## config.mk

```make
export PLATFORM = sky130hd
export DESIGN_NAME = kway_sorted_run_merger_top
export DESIGN_NICKNAME = d
export VERILOG_FILES = /design/src/hw/rtl/kwm_pkg.sv /design/src/hw/rtl/kwm_ram.sv /design/src/hw/rtl/kway_sorted_run_merger_top.sv
export SDC_FILE = /design/constraint.sdc
export NUM_CORES = 1
export LEC_CHECK = 0
export BUFFER_PORTS_ARGS = -buffer_cell sky130_fd_sc_hd__buf_2
export CORE_AREA = 2 2 306 308
export CTS_CLUSTER_SIZE = 12
export DETAILED_ROUTE_END_ITERATION = 6
export DIE_AREA = 0 0 308 310
export HOLD_SLACK_MARGIN = 0.12
export SLEW_MARGIN = 15
export SYNTH_ARGS = -nofsm -noshare
export SYNTH_HDL_FRONTEND = slang
export SYNTH_SLANG_ARGS = --single-unit
export TNS_END_PERCENT = 10
```

## constraint.sdc

```tcl
create_clock -name clk -period 9.9 [get_ports clk]
set_input_delay 2.97 -clock clk [delete_from_list [all_inputs] [get_ports clk]]
set_output_delay 2.97 -clock clk [all_outputs]
set_load 0.1 [all_outputs]
```

## src/hw/rtl/kwm_pkg.sv

```systemverilog
package kwm_pkg;

	localparam int RUN_W       = 3;
	localparam int KEY_HIGH_W  = 16;
	localparam int KEY_LOW_W   = 64;
	localparam int KEY_W       = KEY_HIGH_W + KEY_LOW_W;
	localparam int RUN_COUNT_W = 4;

	localparam logic [RUN_COUNT_W-1:0] RUN_COUNT_RESET = 4'd8;

	// operation codes of an input item
	localparam logic OP_HEAD = 1'b0;
	localparam logic OP_END  = 1'b1;

	typedef struct packed {
		logic                  operation;
		logic [RUN_W-1:0]      run;
		logic [KEY_HIGH_W-1:0] key_high;
		logic [KEY_LOW_W-1:0]  key_low;
	} item_t;

	typedef struct packed {
		logic [RUN_W-1:0]      winner_run;
		logic [KEY_HIGH_W-1:0] out_key_high;
		logic [KEY_LOW_W-1:0]  out_key_low;
		logic                  done_res;
	} result_t;

endpackage

```

## src/hw/rtl/kwm_ram.sv

```systemverilog
module kwm_ram
	#(
		parameter int WIDTH = 80,
		parameter int DEPTH = 8
	)
	(
		input  logic                     clk,
		input  logic                     wr_en,
		input  logic [$clog2(DEPTH)-1:0] wr_addr,
		input  logic [WIDTH-1:0]         wr_data,
		input  logic                     rd_en,
		input  logic [$clog2(DEPTH)-1:0] rd_addr,
		output logic [WIDTH-1:0]         rd_data
	);

	logic [WIDTH-1:0] mem_q [DEPTH];

	always_ff @(posedge clk) begin
		if (wr_en) begin
			mem_q[wr_addr] <= wr_data;
		end
		if (rd_en) begin
			rd_data <= mem_q[rd_addr];
		end
	end

endmodule

```

## src/hw/rtl/kway_sorted_run_merger_top.sv

```systemverilog
// K-way merge of sorted runs by 80-bit keys (unsigned, big-endian bytes).
// Input channel (item_valid / item_stall / item): each item offers the next
// head key of one run or marks that run as ended. Once every active run holds
// a head or has ended, one result leaves on the output channel
// (result_valid / result_stall / result): the smallest head with its run
// index (lowest index on ties), or a done result when all runs have ended.
// Config channel (cfg_valid / cfg_ready / cfg_data) writes run_count; write
// it only while the block is idle.
// Steps: the item is latched, a check follows, then the n active heads
// (n = active run count) are read in turn from the head RAM through the
// single 80-bit comparator, the registered read is drained, and the output
// register is loaded. A done result skips the reads, and an item that yields
// no result returns to idle after the check.
// item_stall is high while the sequencer is busy. The output register lets
// the next item in while a result waits; a stalled result holds, and the
// sequencer waits in its final state until the register frees up.
// Reset clears all flags and the output valid flag and sets run_count to 8.
module kway_sorted_run_merger_top
	import kwm_pkg::*;
	#(
		parameter int MAX_RUNS = 8
	)
	(
		input  logic                   clk,
		input  logic                   arst_n,
		input  logic                   item_valid,
		output logic                   item_stall,
		input  item_t                  item,
		output logic                   result_valid,
		input  logic                   result_stall,
		output result_t                result,
		input  logic                   cfg_valid,
		output logic                   cfg_ready,
		input  logic [RUN_COUNT_W-1:0] cfg_data
	);

	localparam int RUN_IDX_W = $clog2(MAX_RUNS);
	localparam int CNT_W     = $clog2(MAX_RUNS + 1);
	localparam int CMP_W     = (CNT_W > RUN_COUNT_W) ? CNT_W : RUN_COUNT_W;

	typedef enum logic [4:0] {
		ST_IDLE  = 5'b00001,
		ST_CHECK = 5'b00010,
		ST_SCAN  = 5'b00100,
		ST_DRAIN = 5'b01000,
		ST_EMIT  = 5'b10000
	} state_t;

	state_t                 state_q;
	logic [RUN_COUNT_W-1:0] run_count_q;
	logic [MAX_RUNS-1:0]    head_present_q;
	logic [MAX_RUNS-1:0]    run_finished_q;
	logic [CMP_W-1:0]       cnt_q;
	logic                   found_q;
	logic                   done_q;
	logic                   sel_s1;
	logic [RUN_IDX_W-1:0]   idx_s1;
	logic [KEY_W-1:0]       best_key_q;
	logic [RUN_IDX_W-1:0]   best_idx_q;
	logic                   result_valid_q;
	result_t                result_q;

	logic [CMP_W-1:0]     n_w;
	logic [CMP_W-1:0]     rc_ext;
	logic [MAX_RUNS-1:0]  active_w;
	logic                 covered_w;
	logic                 all_fin_w;
	logic                 accept_w;
	logic                 run_ok_w;
	logic [RUN_IDX_W-1:0] run_addr_w;
	logic                 busy_w;
	logic                 wr_head_w;
	logic                 wr_end_w;
	logic [RUN_IDX_W-1:0] rd_addr_w;
	logic                 rd_en_w;
	logic [KEY_W-1:0]     rd_data_w;
	logic                 take_w;
	logic                 slot_free_w;
	logic                 last_w;

	always_comb begin
		rc_ext = CMP_W'(run_count_q);
		if (rc_ext == '0) begin
			n_w = CMP_W'(1);
		end else if (rc_ext > CMP_W'(MAX_RUNS)) begin
			n_w = CMP_W'(MAX_RUNS);
		end else begin
			n_w = rc_ext;
		end
		for (int i = 0; i < MAX_RUNS; i++) begin
			active_w[i] = CMP_W'(i) < n_w;
		end
	end

	assign covered_w = ((head_present_q | run_finished_q) & active_w) == active_w;
	assign all_fin_w = (run_finished_q & active_w) == active_w;

	assign item_stall = state_q != ST_IDLE;
	assign accept_w   = item_valid && !item_stall;
	assign run_ok_w   = CMP_W'(item.run) < n_w;
	assign run_addr_w = RUN_IDX_W'(item.run);
	assign busy_w     = head_present_q[run_addr_w] | run_finished_q[run_addr_w];
	assign wr_head_w  = accept_w && run_ok_w && !busy_w && (item.operation == OP_HEAD);
	assign wr_end_w   = accept_w && run_ok_w && !busy_w && (item.operation == OP_END);

	assign rd_en_w   = state_q == ST_SCAN;
	assign rd_addr_w = cnt_q[RUN_IDX_W-1:0];
	assign last_w    = cnt_q == (n_w - CMP_W'(1));

	assign take_w      = result_valid_q && !result_stall;
	assign slot_free_w = !result_valid_q || !result_stall;

	assign cfg_ready    = 1'b1;
	assign result_valid = result_valid_q;
	assign result       = result_q;

	kwm_ram #(
		.WIDTH (KEY_W),
		.DEPTH (MAX_RUNS)
	) u_heads (
		.clk     (clk),
		.wr_en   (wr_head_w),
		.wr_addr (run_addr_w),
		.wr_data ({item.key_high, item.key_low}),
		.rd_en   (rd_en_w),
		.rd_addr (rd_addr_w),
		.rd_data (rd_data_w)
	);

	always_ff @(posedge clk or negedge arst_n) begin
		if (!arst_n) begin
			state_q        <= ST_IDLE;
			run_count_q    <= RUN_COUNT_RESET;
			head_present_q <= '0;
			run_finished_q <= '0;
			cnt_q          <= '0;
			found_q        <= 1'b0;
			done_q         <= 1'b0;
			sel_s1         <= 1'b0;
			result_valid_q <= 1'b0;
		end else begin
			if (cfg_valid && cfg_ready) begin
				run_count_q <= cfg_data;
			end
			if ((state_q == ST_EMIT) && slot_free_w) begin
				result_valid_q <= 1'b1;
			end else if (take_w) begin
				result_valid_q <= 1'b0;
			end
			sel_s1 <= rd_en_w && head_present_q[rd_addr_w];
			// one shared 80-bit compare per cycle against the running best
			if (sel_s1 && (!found_q || (rd_data_w < best_key_q))) begin
				found_q <= 1'b1;
			end
			case (state_q)
				ST_IDLE: begin
					if (accept_w) begin
						if (wr_head_w) begin
							head_present_q[run_addr_w] <= 1'b1;
						end
						if (wr_end_w) begin
							run_finished_q[run_addr_w] <= 1'b1;
						end
						state_q <= ST_CHECK;
					end
				end
				ST_CHECK: begin
					cnt_q   <= '0;
					found_q <= 1'b0;
					done_q  <= all_fin_w;
					if (!covered_w) begin
						state_q <= ST_IDLE;
					end else if (all_fin_w) begin
						state_q <= ST_EMIT;
					end else begin
						state_q <= ST_SCAN;
					end
				end
				ST_SCAN: begin
					cnt_q <= cnt_q + CMP_W'(1);
					if (last_w) begin
						state_q <= ST_DRAIN;
					end
				end
				ST_DRAIN: begin
					state_q <= ST_EMIT;
				end
				ST_EMIT: begin
					// hold until the output register can take the result
					if (slot_free_w) begin
						if (done_q) begin
							head_present_q <= '0;
							run_finished_q <= '0;
						end else begin
							head_present_q[best_idx_q] <= 1'b0;
						end
						state_q <= ST_IDLE;
					end
				end
				default: begin
					state_q <= ST_IDLE;
				end
			endcase
		end
	end

	always_ff @(posedge clk) begin
		idx_s1 <= rd_addr_w;
		if (sel_s1 && (!found_q || (rd_data_w < best_key_q))) begin
			best_key_q <= rd_data_w;
			best_idx_q <= idx_s1;
		end
		if ((state_q == ST_EMIT) && slot_free_w) begin
			if (done_q) begin
				result_q.winner_run   <= '0;
				result_q.out_key_high <= '0;
				result_q.out_key_low  <= '0;
				result_q.done_res     <= 1'b1;
			end else begin
				result_q.winner_run   <= RUN_W'(best_idx_q);
				result_q.out_key_high <= best_key_q[KEY_W-1:KEY_LOW_W];
				result_q.out_key_low  <= best_key_q[KEY_LOW_W-1:0];
				result_q.done_res     <= 1'b0;
			end
		end
	end

	a_flags_disjoint: assert property (@(posedge clk) disable iff (!arst_n)
		(head_present_q & run_finished_q) == '0)
		else $error("run holds a head and is marked ended");

	a_result_from_emit: assert property (@(posedge clk) disable iff (!arst_n)
		$rose(result_valid) |-> $past(state_q == ST_EMIT))
		else $error("result appeared outside the emit step");

	a_done_clears: assert property (@(posedge clk) disable iff (!arst_n)
		(state_q == ST_EMIT) && done_q && slot_free_w
		|=> (head_present_q == '0) && (run_finished_q == '0))
		else $error("flags not cleared after done result");

	a_key_found: assert property (@(posedge clk) disable iff (!arst_n)
		(state_q == ST_EMIT) && !done_q |-> found_q)
		else $error("key result without a scanned head");

	a_scan_bound: assert property (@(posedge clk) disable iff (!arst_n)
		(state_q == ST_SCAN) |-> (cnt_q < n_w))
		else $error("scan index beyond active runs");

endmodule

```

=== After elaboration in Yosys (flattened, before gate mapping) ===
Memory sizes are Yosys's and may differ from the RTL's. A register that Yosys moved wholly into a read port is not among the register bits.
Index checks and enable logic that the tools add are counted.

* Bits in registers: 203
* Bits in writable memories: 640
* Input port bits: 93
* Output and inout bits: 87
* Word-level logic and storage cells: 121
* Memories kept: 1

* Add/sub/neg operators: 2
* $lt $le $gt $ge: 16
* Equality and inequality tests: 15
* Mux-type cells: 36
* Bitwise gates (word level): 9
* Reductions and logical operators: 26

{| class="wikitable"
|+ Memory list
! memory !! depth !! bits a word !! rd ports !! clocked after Yosys merged registers in !! write ports !! RTL line !! source
|-
| u_heads.mem_q || 8 || 80 || 1 || 1 || 1 || kwm_ram.sv:16 || <nowiki>logic [WIDTH-1:0] mem_q [DEPTH];</nowiki>
|}

{| class="wikitable"
|+ Operator list
! cell !! count
|-
| $lt 80x80->1 || 1
|-
| $mux 8 || 8
|-
| $pmux 8 s2 || 2
|-
| $mux 5 || 5
|-
| $pmux 5 s5 || 1
|-
| $and 8x8->8 || 3
|-
| $or 8x8->8 || 3
|-
| $eq 8x8->1 || 2
|-
| $lt 3x4->1 const A || 4
|-
| $lt 3x4->1 const B || 3
|-
| $mux 1 || 12
|-
| $logic_and 1x1->1 || 11
|-
| $bmux 1 s3 || 3
|-
| $lt 1x4->1 const A || 2
|-
| $lt 2x4->1 const A || 2
|-
| $mux 4 || 2
|-
| $ne 2x2->1 const B || 4
|-
| $not 8->8 || 1
|-
| $pmux 4 s2 || 1
|-
| $reduce_bool 2->1 || 4
|-
| $demux 1 s3 || 2
|-
| $ge 3x1->1 const B || 2
|-
| $eq 5x1->1 const B || 1
|-
| $eq 5x2->1 const B || 1
|-
| 18 further kinds || 24
|}

=== Logic depth before layout (Yosys ltp) ===
Gate-level depths: netlist of run 1.

* Word-level depth: 10
* Depth in mapped cells: 11

=== Cells and area by module ===
From an unflattened synthesis of run 1, not the netlist that was laid out.

* Cells, all modules: 1775
* Area total of the unflattened synthesis: 35879.4 um^2

{| class="wikitable"
|+ Modules (own cells, without submodules)
! module !! instances !! cells each !! area an instance (um^2) !! sequential area each (um^2)
|-
| kwm_ram || 1 || 1018 || 26455.4 || 21620.7
|-
| kway_sorted_run_merger_top || 1 || 757 || 9424.0 || 5903.2
|}

=== Worst setup path after synthesis of run 1 ===
OpenSTA, ideal clock, no wires.

* Path type: reg2reg
* Start: register u_heads.rd_data[26] (read register of u_heads.mem_q)
* End: register best_idx_q[0], enable pin
* Setup time: 0.651 ns
* Arrival: 7.748 ns
* Required time: 9.249 ns
* Setup slack: 1.502 ns
* Stages on the path, launching flop included: 7
* Buffers on the path: 0
* Period minus slack after synthesis: 8.398 ns
* Cell sequence: edfxtp_1 ha_1 and4_1 a221oi_1 o211ai_1 o31a_1 o32ai_1

* Cells in the longest elaborated chain, start to end: 3

{| class="wikitable"
|+ Ends and longest elaborated chain
! what !! RTL line !! source
|-
| start: declaration || kwm_ram.sv:13 || <nowiki>output logic [WIDTH-1:0] rd_data</nowiki>
|-
| $lt 80x80->1 || kway_sorted_run_merger_top.sv:209 || <nowiki>if (sel_s1 && (!found_q || (rd_data_w < best_key_q))) begin</nowiki>
|-
| $logic_or 1x1->1 || kway_sorted_run_merger_top.sv:209 ||
|-
| $logic_and 1x1->1 || kway_sorted_run_merger_top.sv:209 ||
|-
| end signal: assignment || kway_sorted_run_merger_top.sv:211 || <nowiki>best_idx_q <= idx_s1;</nowiki>
|-
| end: declaration || kway_sorted_run_merger_top.sv:59 || <nowiki>logic [RUN_IDX_W-1:0] best_idx_q;</nowiki>
|}

Every way passes these cells.
A chain may end at the register's enable or synchronous reset.

=== Worst setup path after layout of run 1 ===
* Start: input port item[80] (netlist name)
* End: memory u_heads.mem_q[5][65], enable pin

* Cells in the longest elaborated chain, start to end: 8
* Elaborated cells between the ends (all ways): 12

{| class="wikitable"
|+ Ends and longest elaborated chain
! what !! RTL line !! source
|-
| start: declaration || kway_sorted_run_merger_top.sv:28 || <nowiki>input item_t item,</nowiki>
|-
| $bmux 1 s3 || kway_sorted_run_merger_top.sv:102 || <nowiki>assign busy_w = head_present_q[run_addr_w] | run_finished_q[run_addr_w];</nowiki>
|-
| $mux 1 (implied by the code) || kway_sorted_run_merger_top.sv:102 ||
|-
| $or 1x1->1 || kway_sorted_run_merger_top.sv:102 ||
|-
| $logic_not 1->1 || kway_sorted_run_merger_top.sv:103 || <nowiki>assign wr_head_w = accept_w && run_ok_w && !busy_w && (item.operation == OP_HEAD);</nowiki>
|-
| $logic_and 1x1->1 (2 in series) || kway_sorted_run_merger_top.sv:103 ||
|-
| $mux 1 || kwm_ram.sv:19 || <nowiki>if (wr_en) begin</nowiki>
|-
| $mux 1 (implied by the code) || kwm_ram.sv:20 || <nowiki>mem_q[wr_addr] <= wr_data;</nowiki>
|-
| end: declaration || kwm_ram.sv:16 ||
|}

Several ways; a longest one is shown, not always the timed one. The select of a mux whose other input is x is not followed.

==> results.tsv, run 1 <==
stage	metric	value	unit
status	status	completed	
hold_path	min-delay worst type	register to register	
clocking	TritonCTS clock tree	done	
drt	DRT Pass-1 Iters	5	
critical_path	critical path peak fanout	40	
floorplanning	io pins	180	
drt	Vias	17176	
drt	residual DRC count	0	
synth	Syn Inst Count	1765	
critical_path	worst r2r src	u_heads.rd_data[55]	
synth	Post-Syn Nets	1942	
synth	#FFs+latches synth	923	
power_and_ir_drop	Total Power	0.00832	W
sta	final worst-path cycle share	57.9	%
critical_path	Reg2Reg Setup Slack	5750	ps
cells_and_area	NumNets Final	2181	
cells_and_area	Finished Layout Cells	3268	
clocking	cts repair resizes	0	
critical_path	Crit Path Category	input port to register	
cells_and_area	Area Overhead vs Synth	14.5	%
synth	Distinct cells, synth	64	
synth	Synth top area share	74.4	%
sta	setup_tns	0	ps
drt	DR WL/cell	24.0	µm
sta	Final Critical Period	5730	ps
cells_and_area	# fillers	7903	
power_and_ir_drop	Net Sw Frac	22.1	%
drt	starting DRC count in detailed routing	1538	
floorplanning	Vert. Die Dim	310	µm
clocking	post-CTS setup buffer count	0	
global_routing	vias in the first global route	18065	
sta	Slew headroom	28.0	%
cells_and_area	commonest cells after routing, fill and taps aside	edfxtp_1 (887), buf_2 (178), mux4_2 (162)	
drt	DRT Wirelength	78600	µm
critical_path	CP required	10170	ps
power_and_ir_drop	static leakage	13.5	nW
clocking	CTS Buffer Depth	3	
synth	Syn. warnings	0	
cells_and_area	final core utilization	44.3	%
power_and_ir_drop	Max IR drop VDD	138	µV
power_and_ir_drop	clock power share	39.0	%
place	RePlAce Congestion	0.804	
power_and_ir_drop	Int Power	0.00648	W
critical_path	max incr delay on CP	670	ps
global_routing	total gr overflow	0	
clocking	Sinks on Clock Net	923	
cells_and_area	commonest non-fill, non-tap cell in the layout	edfxtp_1	
floorplanning	core area	0.0925	mm²
clocking	clk_lat worst skew	660	ps
sta	Worst Skew	32.8	ps
sta	RSZ-0062 raised after global routing	no	
clocking	H-Tree Depth	3	
floorplanning	Rows	112	
power_and_ir_drop	cell area power density	203	mW/mm²
floorplanning	DIE AREA	0.0955	mm²
power_and_ir_drop	switching power total	0.00184	W
sta	# setup viols final	0	
global_routing	all-layer global routing usage	16.7	%
critical_path	Max stage delay cell, worst path	buf_4	
synth	Seq/Total Area, Yosys	76.9	%
critical_path	Critical path destination	u_heads.mem_q[5][65]	
floorplanning	die width	308	µm
critical_path	R2R depth	8	
cells_and_area	share of layout cells above drive strength 1	28.6	%
critical_path	r2r endpoint	best_key_q[22]	
critical_path	Critical Path Source	item[80]	
clocking	clk slew on worst S/H paths	60	ps
sta	f_max	174	MHz
global_routing	largest net degree at the start of global routing	69	
job	max-cap viol count	0	
global_routing	antenna violations before repair	26	
sta	Slew @ Worst Pin	1080	ps
drt	Final ANT Viol Nets	0	
cells_and_area	register area	0.0275	mm²
synth	Area contributors post-synth	edfxtp_1 (74%), mux4_2 (10%), ha_1 (2.9%), mux2_2 (2.6%), dfrtp_1 (2.2%)	
power_and_ir_drop	Comb pwr share	7.4	%
place	Placed Cells incl. Taps	3104	
critical_path	CP Capture Type	register	
critical_path	cell count along the critical path	8	
sta	Hold WS	404	ps
global_routing	first-pass GRT wire length	118000	µm
synth	Mean Syn Cell Area	20.3	µm²
clocking	CTS root buf	clkbuf_16	
synth	Synth async-reset ratio	3.58	%
clocking	cts hold-fix bufs	0	
place	DP HPWL	48000	µm
sta	Final Slew Violations	0	
cells_and_area	Multi-input gate area	0.00769	mm²
critical_path	critical path launch point type	input port	
clocking	Num CTS Buffers	95	
synth	number of synthesized flops with an enable pin	887	
floorplanning	initial core utilization	38.7	%
critical_path	Crit path max-delay family	simple AND/OR/NAND/NOR gates	
synth	Post-Syn Area	0.0358	mm²
synth	post-synth top area cell	edfxtp_1	
sta	final number of hold-violating endpoints	0	
critical_path	Top cell by count, worst path	buf_4	
critical_path	CP cell instances	buf_2, nand3b_1, o22ai_1, nor4_4, nand4b_4, nor2_4, buf_4, buf_4	
synth	top_reg_cell synth	edfxtp_1	
drt	vias per std cell	5.26	
power_and_ir_drop	sequential power share	53.6	%
critical_path	CP arrival	6000	ps
critical_path	crit path buf inv count	3	
place	I/O Buffers	178	
==> cell families (layout without fill, tap and decap cells) <==
family          Yosys count  after routing  share of synthesized area [%]
compound gates          140            140                           2.53
mux                     247            247                           12.9
fa+ha+maj                84             84                           2.94
other cells               1              6                         0.0105
buf+inv                 156            457                           1.80
xor+xnor                  5              5                          0.122
simple gates            209            209                           2.85
flops                   923            923                           76.9
==> power groups by stage <==
stage | sequential [W] | clock (W) | combinational [W]
CTS | 0.00445 | 0.00334 | 0.000632
floorplan | 0.00451 | 0 | 0.000470
global route | 0.00446 | 0.00349 | 0.000679
finish | 0.00445 | 0.00325 | 0.000618
detailed placement | 0.00454 | 0 | 0.000629
global placement | 0.00453 | 0 | 0.000619
==> registers in the layout (all words and copies together), names as in the netlist <==
register	flops
u_heads.mem_q	640
result	84
best_key_q	80
u_heads.rd_data	80
head_present_q	8
run_finished_q	8
state_q	5
cnt_q	4
rc_ext	4
best_idx_q	3
idx_s1	3
done_q	1
found_q	1
result_valid	1
sel_s1	1
==> per-stage QoR <==
stage / area (µm²) / setup slack (ps)
final: 41000 / 4170
after global routing: 41000 / 3990
after CTS: 41000 / 4170
after detailed placement: 38200 / 3500
after global placement: 38200 / 3590
after floorplan: 35800 / 1500
==> worst min-delay path by stage <==
stage,start,to,slack (ps),cells after the start
after floorplan,cnt_q[0],idx_s1[0],370,0
after global placement,idx_s1[2],best_idx_q[2],390,0
after detailed placement,idx_s1[0],best_idx_q[0],390,0
after CTS,idx_s1[0],best_idx_q[0],400,0
after global routing,idx_s1[0],best_idx_q[0],400,0
final,idx_s1[0],best_idx_q[0],400,0
==> layout make-up <==
cell class / instances / area share [%]
clock buffers: 127 / 6.20
clock inverters: 32 / 0.586
inverters: 93 / 0.864
repair buffers: 205 / 2.67
multi-input cells: 686 / 18.8
well taps: 1197 / 3.66
diodes: 5 / 0.0305
flip-flops and latches: 923 / 67.2
==> worst reg2reg max path: cells and delay by family, from the launching register on <==
family                   cells  cell delay [ps]
buffers and inverters        1              470
AO/OA/AOI/OAI                2              470
AND/OR/NAND/NOR              4             2040
adder cells (fa/ha/maj)      1              340
flip-flops                   1              400
==> per-layer routing <==
metal | wire (µm) | share of wire, % | up-vias | track usage, %
li1 | - | - | 7582 | -
met5 | 117 | 0.15 | - | 0
met4 | 1570 | 2.0 | 18 | 4.36
met3 | 4740 | 6.0 | 128 | 3.96
met2 | 38400 | 49 | 445 | 27.6
met1 | 33700 | 43 | 9003 | 22.3
==> synth_stat cells (all sizes together) (3+ instances only) <==
library cell  count
inv              93
edfxtp          887
a21boi            4
xnor2             4
ha               84
o22ai             9
mux4            162
o31ai             3
mux2             83
nor2            119
dfxtp             3
o22a              7
nand3            18
nand3b            6
a31oi             6
a221oi            3
nor3              7
nor2b             3
nand2            20
nor4              5
or3b              3
a21o             10
dfrtp            31
clkbuf           37
buf              26
o21ai            23
nand4            18
o21a             12
a21oi            45
No activity file was read; power rests on OpenSTA's default activity.
==> inputs of run 2 (changes only) <==
--- a/config.mk
+++ b/config.mk
@@ -5,11 +5,12 @@
 export SDC_FILE = /design/constraint.sdc
 export NUM_CORES = 1
 export LEC_CHECK = 0
+export ABC_AREA = 1
 export BUFFER_PORTS_ARGS = -buffer_cell sky130_fd_sc_hd__buf_2
-export CORE_AREA = 2 2 306 308
+export CORE_AREA = 2 2 310 312
 export CTS_CLUSTER_SIZE = 12
 export DETAILED_ROUTE_END_ITERATION = 6
-export DIE_AREA = 0 0 308 310
+export DIE_AREA = 0 0 312 314
 export HOLD_SLACK_MARGIN = 0.12
 export SLEW_MARGIN = 15
 export SYNTH_ARGS = -nofsm -noshare
==> constraint.sdc (replaced) <==
create_clock -name clk -period 5.95 [get_ports clk]
set_input_delay 1.785 -clock clk [delete_from_list [all_inputs] [get_ports clk]]
set_output_delay 1.785 -clock clk [all_outputs]
set_load 0.1 [all_outputs]
==> run 2 against run 1 <==
  * Hold slack is essentially flat
  * Die area rose by 2.6%
  * Critical path type unchanged
  * Sequential share of layout area fell by 1.7 points
  * Combinational power increased by 140%
  * First-iteration DRC count increased by 18%
  * Critical endpoint is now u_heads.mem_q[1][34]
==> results.tsv, run 2 <==
stage	metric	value	unit
synth	Mean Syn Cell Area	13.0	µm²
synth	top_reg_cell synth	edfxtp_1	
clocking	clk_lat worst skew	670	ps
global_routing	largest net degree at the start of global routing	196	
critical_path	Max stage delay cell, worst path	buf_4	
sta	RSZ-0062 raised after global routing	no	
synth	Syn. warnings	0	
synth	#FFs+latches synth	923	
clocking	Sinks on Clock Net	923	
sta	Worst Skew	53.1	ps
drt	DRT Pass-1 Iters	5	
clocking	H-Tree Depth	3	
drt	DRT Wirelength	83800	µm
cells_and_area	Multi-input gate area	0.00815	mm²
cells_and_area	# fillers	8548	
synth	Synth async-reset ratio	3.58	%
synth	Post-Syn Nets	3006	
cells_and_area	Largest Register	u_heads.mem_q	
floorplanning	Rows	113	
cells_and_area	max reg flops	640	
place	I/O Buffers	178	
clocking	clk slew on worst S/H paths	60	ps
sta	final number of hold-violating endpoints	0	
place	Placed Area	0.0391	mm²
sta	setup_tns	0	ps
cells_and_area	share of layout cells above drive strength 1	12.1	%
synth	Area contributors post-synth	edfxtp_1 (72%), nor2_1 (7.1%), o21ai_0 (4.9%), ha_1 (2.9%), dfrtp_1 (2.1%)	
sta	# setup viols final	0	
sta	Final Slew Violations	0	
clocking	post-CTS setup buffer count	0	
sta	final worst-path cycle share	62.6	%
clocking	CTS Buffer Depth	3	
clocking	cts repair resizes	0	
cells_and_area	commonest non-fill, non-tap cell in the layout	edfxtp_1	
sta	Final Critical Period	3730	ps
global_routing	vias in the first global route	21138	
sta	Slew @ Worst Pin	1120	ps
floorplanning	DIE AREA	0.0980	mm²
drt	met2 wire len	40000	µm
power_and_ir_drop	static leakage	15.0	nW
critical_path	critical path launch point type	input port	
clocking	Num CTS Buffers	96	
floorplanning	io pins	180	
sta	f_max	268	MHz
drt	met1 wire length	36800	µm
drt	DR top layer	met5	
sta	Hold WS	404	ps
floorplanning	initial core utilization	38.9	%
synth	Distinct cells, synth	49	
synth	Post-Syn Area	0.0367	mm²
power_and_ir_drop	Max IR drop VDD	282	µV
critical_path	CP arrival	3980	ps
cells_and_area	final core utilization	44.5	%
drt	residual DRC count	0	
power_and_ir_drop	Total Power	0.0145	W
drt	DR WL/cell	19.4	µm
drt	vias per std cell	5.02	
cells_and_area	register area	0.0275	mm²
drt	starting DRC count in detailed routing	1810	
clocking	cts hold-fix bufs	0	
critical_path	crit path buf inv count	3	
drt	Vias	21744	
clocking	TritonCTS clock tree	done	
cells_and_area	NumNets Final	3171	
synth	Seq/Total Area, Yosys	74.9	%
critical_path	Top cell by count, worst path	nor2_4	
global_routing	total gr overflow	0	
global_routing	all-layer global routing usage	16.9	%
place	DP HPWL	47900	µm
drt	Final ANT Viol Nets	0	
critical_path	Crit path max-delay family	buffers and inverters	
critical_path	CP Capture Type	register	
synth	Synth top area share	72.5	%
critical_path	max incr delay on CP	770	ps
critical_path	Crit Path Category	input port to register	
synth	Syn Inst Count	2829	
floorplanning	Vert. Die Dim	314	µm
critical_path	CP cell instances	buf_2, inv_2, nand3_1, a21oi_1, nor2_2, nand3_2, nor2_4, nand3_4, nor2_4, buf_4	
cells_and_area	commonest cells after routing, fill and taps aside	edfxtp_1 (887), nor2_1 (687), o21ai_0 (363)	
drt	met3 wire length	4630	µm
synth	number of synthesized flops with an enable pin	887	
global_routing	first-pass GRT wire length	127000	µm
sta	Slew headroom	25.2	%
power_and_ir_drop	cell area power density	346	mW/mm²
critical_path	critical path peak fanout	55	
hold_path	min-delay worst type	register to register	
place	RePlAce Congestion	0.809	
synth	post-synth top area cell	edfxtp_1	
floorplanning	core area	0.0944	mm²
status	status	completed	
synth	Post-synth top cells	edfxtp_1 (887), nor2_1 (692), o21ai_0 (363)	
clocking	CTS root buf	clkbuf_16	
cells_and_area	Area Overhead vs Synth	14.4	%
cells_and_area	cell area after layout	0.0420	mm²
synth	most frequent cell after synthesis	edfxtp_1	
critical_path	CP required	6200	ps
floorplanning	die width	312	µm
global_routing	antenna violations before repair	24	
job	max-cap viol count	0	
-- run 2: metal layers --
| layer | GRT usage, % | up-vias |
|---|---|---|
| met4 | 5.89 | 16 |
| met5 | 0 | - |
| met2 | 27.5 | 548 |
| li1 | - | 10453 |
| met1 | 22.5 | 10566 |
| met3 | 3.44 | 161 |
-- run 2: area by class of cell --
class | count | share of cell area (%)
repair buffers | 205 | 2.93
diodes | 6 | 0.0357
clock buffers | 121 | 6.01
flip-flops and latches | 923 | 65.5
multi-input cells | 1603 | 19.4
inverters | 165 | 1.50
clock inverters | 40 | 0.902
well taps | 1265 | 3.76
-- run 2: final timing paths --
path	from	endpoint	slack [ps]	cells past startpoint
worst max-delay path	item[80]	u_heads.mem_q[1][34]	2220	10
worst min-delay path	idx_s1[0]	best_idx_q[0]	400	0
worst max register to register	rc_ext[3]	u_heads.mem_q[1][34]	2860	10
worst min register to register	idx_s1[0]	best_idx_q[0]	400	0
max in group asynchronous	arst_n	cnt_q[1]	4130	1
min in group asynchronous	arst_n	rc_ext[2]	1210	1
-- run 2: where the power goes --
| group | switching (W) | total (W) | leakage, nW | internal, W |
|---|---|---|---|---|
| clock | 0.00244 | 0.00557 | 1.39 | 0.00313 |
| sequential | 0.000146 | 0.00746 | 8.42 | 0.00731 |
| combinational | 0.00108 | 0.00151 | 5.20 | 0.000428 |
| total | 0.00367 | 0.0145 | 15.0 | 0.0109 |
-- run 2: per-stage QoR --
stage	cells	setup WS, ps
global placement	4161	1600
detailed placement	4161	1600
global route	4326	2120
floorplan	2829	-555
CTS	4322	2270
finish	4328	2220
-- run 2: kinds of logic (layout without fill, tap and decap cells) --
| family | count (synthesis) | in the layout | share of synthesized area [%] |
|---|---|---|---|
| other | 1 | 7 | 0.0102 |
| XOR/XNOR | 2 | 2 | 0.0477 |
| AO/OA/AOI/OAI | 596 | 596 | 8.88 |
| buffers and inverters | 303 | 531 | 3.18 |
| multiplexers | 1 | 1 | 0.0306 |
| AND/OR/NAND/NOR | 919 | 919 | 10.1 |
| adder cells (fa/ha/maj) | 84 | 84 | 2.86 |
| flip-flops | 923 | 923 | 74.9 |
-- run 2: worst reg2reg max path: cells and delay by family, from the launching register on --
family / cells / cell delay [ps]
adder cells (fa/ha/maj): 1 / 240
AO/OA/AOI/OAI: 2 / 270
AND/OR/NAND/NOR: 4 / 630
flip-flops: 1 / 560
buffers and inverters: 3 / 930
==> inputs of run 3 (changes only) <==
==> constraint.sdc (replaced) <==
create_clock -name clk -period 3.8 [get_ports clk]
set_input_delay 1.14 -clock clk [delete_from_list [all_inputs] [get_ports clk]]
set_output_delay 1.14 -clock clk [all_outputs]
set_load 0.1 [all_outputs]
==> run 3 against run 2 <==
  * Non-clock buffer count up 15
  * Power is 58% higher
  * Hold slack about the same
  * Via count is essentially flat
  * Clock-buffer cell count is 6 higher
  * Cell area grew 0.80%
  * Core utilization increased by 0.36 points
  * Critical path depth decreased by 7
  * Sequential power is 57% higher
  * First-iteration DRC count increased by 3.7%
  * Sequential share of layout area fell by 0.52 points
  * Critical endpoint is now item_stall
  * Largest power group unchanged
==> results.tsv, run 3 (synthesized netlist as in run 2, its figures left out) <==
stage	metric	value	unit
drt	residual DRC count	0	
cells_and_area	final core utilization	44.9	%
critical_path	r2r endpoint	best_key_q[66]	
drt	DRT Wirelength	84600	µm
clocking	CTS Buffer Depth	3	
drt	Final ANT Viol Nets	0	
place	Placed Cells incl. Taps	4176	
cells_and_area	Finished Layout Cells	4344	
global_routing	total gr overflow	0	
clocking	cts repair resizes	0	
hold_path	min-delay worst type	register to register	
clocking	Num CTS Buffers	96	
power_and_ir_drop	Max IR drop VDD	322	µV
power_and_ir_drop	static leakage	15.2	nW
sta	Worst Skew	30.5	ps
cells_and_area	commonest non-fill, non-tap cell in the layout	edfxtp_1	
job	max-cap viol count	0	
floorplanning	io pins	180	
floorplanning	die width	312	µm
clocking	TritonCTS clock tree	done	
sta	Slew @ Worst Pin	1050	ps
place	RePlAce Congestion	0.842	
power_and_ir_drop	cell area power density	541	mW/mm²
status	status	completed	
critical_path	critical path launch point type	register	
clocking	H-Tree Depth	3	
sta	f_max	334	MHz
critical_path	Crit Path Category	register to output pin	
critical_path	CP required	2660	ps
global_routing	all-layer global routing usage	17.1	%
clocking	CTS root buf	clkbuf_16	
cells_and_area	NumNets Final	3186	
sta	Slew headroom	30.1	%
floorplanning	DIE AREA	0.0980	mm²
drt	vias per std cell	5.00	
drt	DR WL/cell	19.5	µm
cells_and_area	Largest Register	u_heads.mem_q	
global_routing	antenna violations before repair	25	
place	I/O Buffers	178	
cells_and_area	share of layout cells above drive strength 1	12.7	%
sta	final number of hold-violating endpoints	0	
global_routing	largest net degree at the start of global routing	207	
sta	Final Critical Period	3000	ps
drt	starting DRC count in detailed routing	1877	
critical_path	Reg2Reg Setup Slack	910	ps
critical_path	critical path peak fanout	6	
sta	RSZ-0062 raised after global routing	no	
hold_path	Hold Startpoint	idx_s1[0]	
drt	DRT Pass-1 Iters	5	
clocking	cts hold-fix bufs	0	
sta	Final Slew Violations	0	
critical_path	worst r2r src	best_key_q[63]	
critical_path	CP Capture Type	output pin	
critical_path	CP arrival	1860	ps
clocking	clk slew on worst S/H paths	60	ps
floorplanning	initial core utilization	38.9	%
drt	Vias	21738	
floorplanning	Vert. Die Dim	314	µm
cells_and_area	commonest cells after routing, fill and taps aside	edfxtp_1 (887), nor2_1 (687), o21ai_0 (363)	
floorplanning	Rows	113	
clocking	clk_lat worst skew	660	ps
global_routing	vias in the first global route	20949	
place	DP HPWL	50100	µm
critical_path	R2R depth	10	
clocking	Sinks on Clock Net	923	
sta	final worst-path cycle share	78.9	%
cells_and_area	max reg flops	640	
clocking	post-CTS setup buffer count	0	
cells_and_area	Area Overhead vs Synth	15.3	%
hold_path	WHS Endpoint	best_idx_q[0]	
floorplanning	core area	0.0944	mm²
global_routing	first-pass GRT wire length	128000	µm
sta	# setup viols final	0	
hold_path	hold path depth	0	
[run 3: cell count changes in the layout (fill, tap and decap cells not counted), sizes merged]
cell	delta
buf	+15
bufinv	+2
clkbuf	+6
clkinv	-3
clkinvlp	-1
diode	-1
inv	-2
[run 3: where the power goes]
part / switching, W / internal [W] / leakage (nW)
clock: 0.00370 / 0.00511 / 1.41
sequential: 0.000250 / 0.0114 / 8.42
combinational: 0.00175 / 0.000693 / 5.33
total: 0.00570 / 0.0172 / 15.2
[run 3: layout make-up]
cell class / instances / area [µm²]
diodes: 5 / 12.5
flip-flops and latches: 923 / 27500
well taps: 1265 / 1580
fillers: 8453 / 52100
clock inverters: 36 / 304
repair buffers: 220 / 1560
clock buffers: 127 / 2600
inverters: 165 / 632
multi-input cells: 1603 / 8160
[run 3: worst max-delay path: stages, from the launching register on]
cell and delay, ps:
dfrtp_1 510, nor2_4 70, nand4_4 130, buf_2 470
[run 3: worst max path at each step]
stage,end,start,slack [ps],cells past startpoint
global route,best_key_q[67],best_key_q[63],670,10
floorplan,u_heads.mem_q[1][0],item[81],-720,7
global placement,u_heads.mem_q[4][60],item[80],310,10
finish,item_stall,state_q[3],800,3
detailed placement,u_heads.mem_q[4][66],item[80],330,10
CTS,item_stall,state_q[3],740,3
[run 3: layer usage]
metal  track usage [%]  part of all wire [%]
met1              23.3                    44
met5                 0                  0.13
met4              4.79                   2.1
met3              3.21                   5.7
met2              28.3                    48
[run 3: through the flow]
stage / setup WS [ps] / hold slack [ps] / cell area [µm²] / TNS [ps] / total power [W]
global route: 672 / 409 / 42400 / 0 / 0.0239
floorplan: -718 / 385 / 36800 / -469010 / 0.0135
CTS: 742 / 403 / 42400 / 0 / 0.0232
finish: 803 / 404 / 42400 / 0 / 0.0230
global placement: 307 / 387 / 39500 / 0 / 0.0144
detailed placement: 325 / 389 / 39500 / 0 / 0.0144
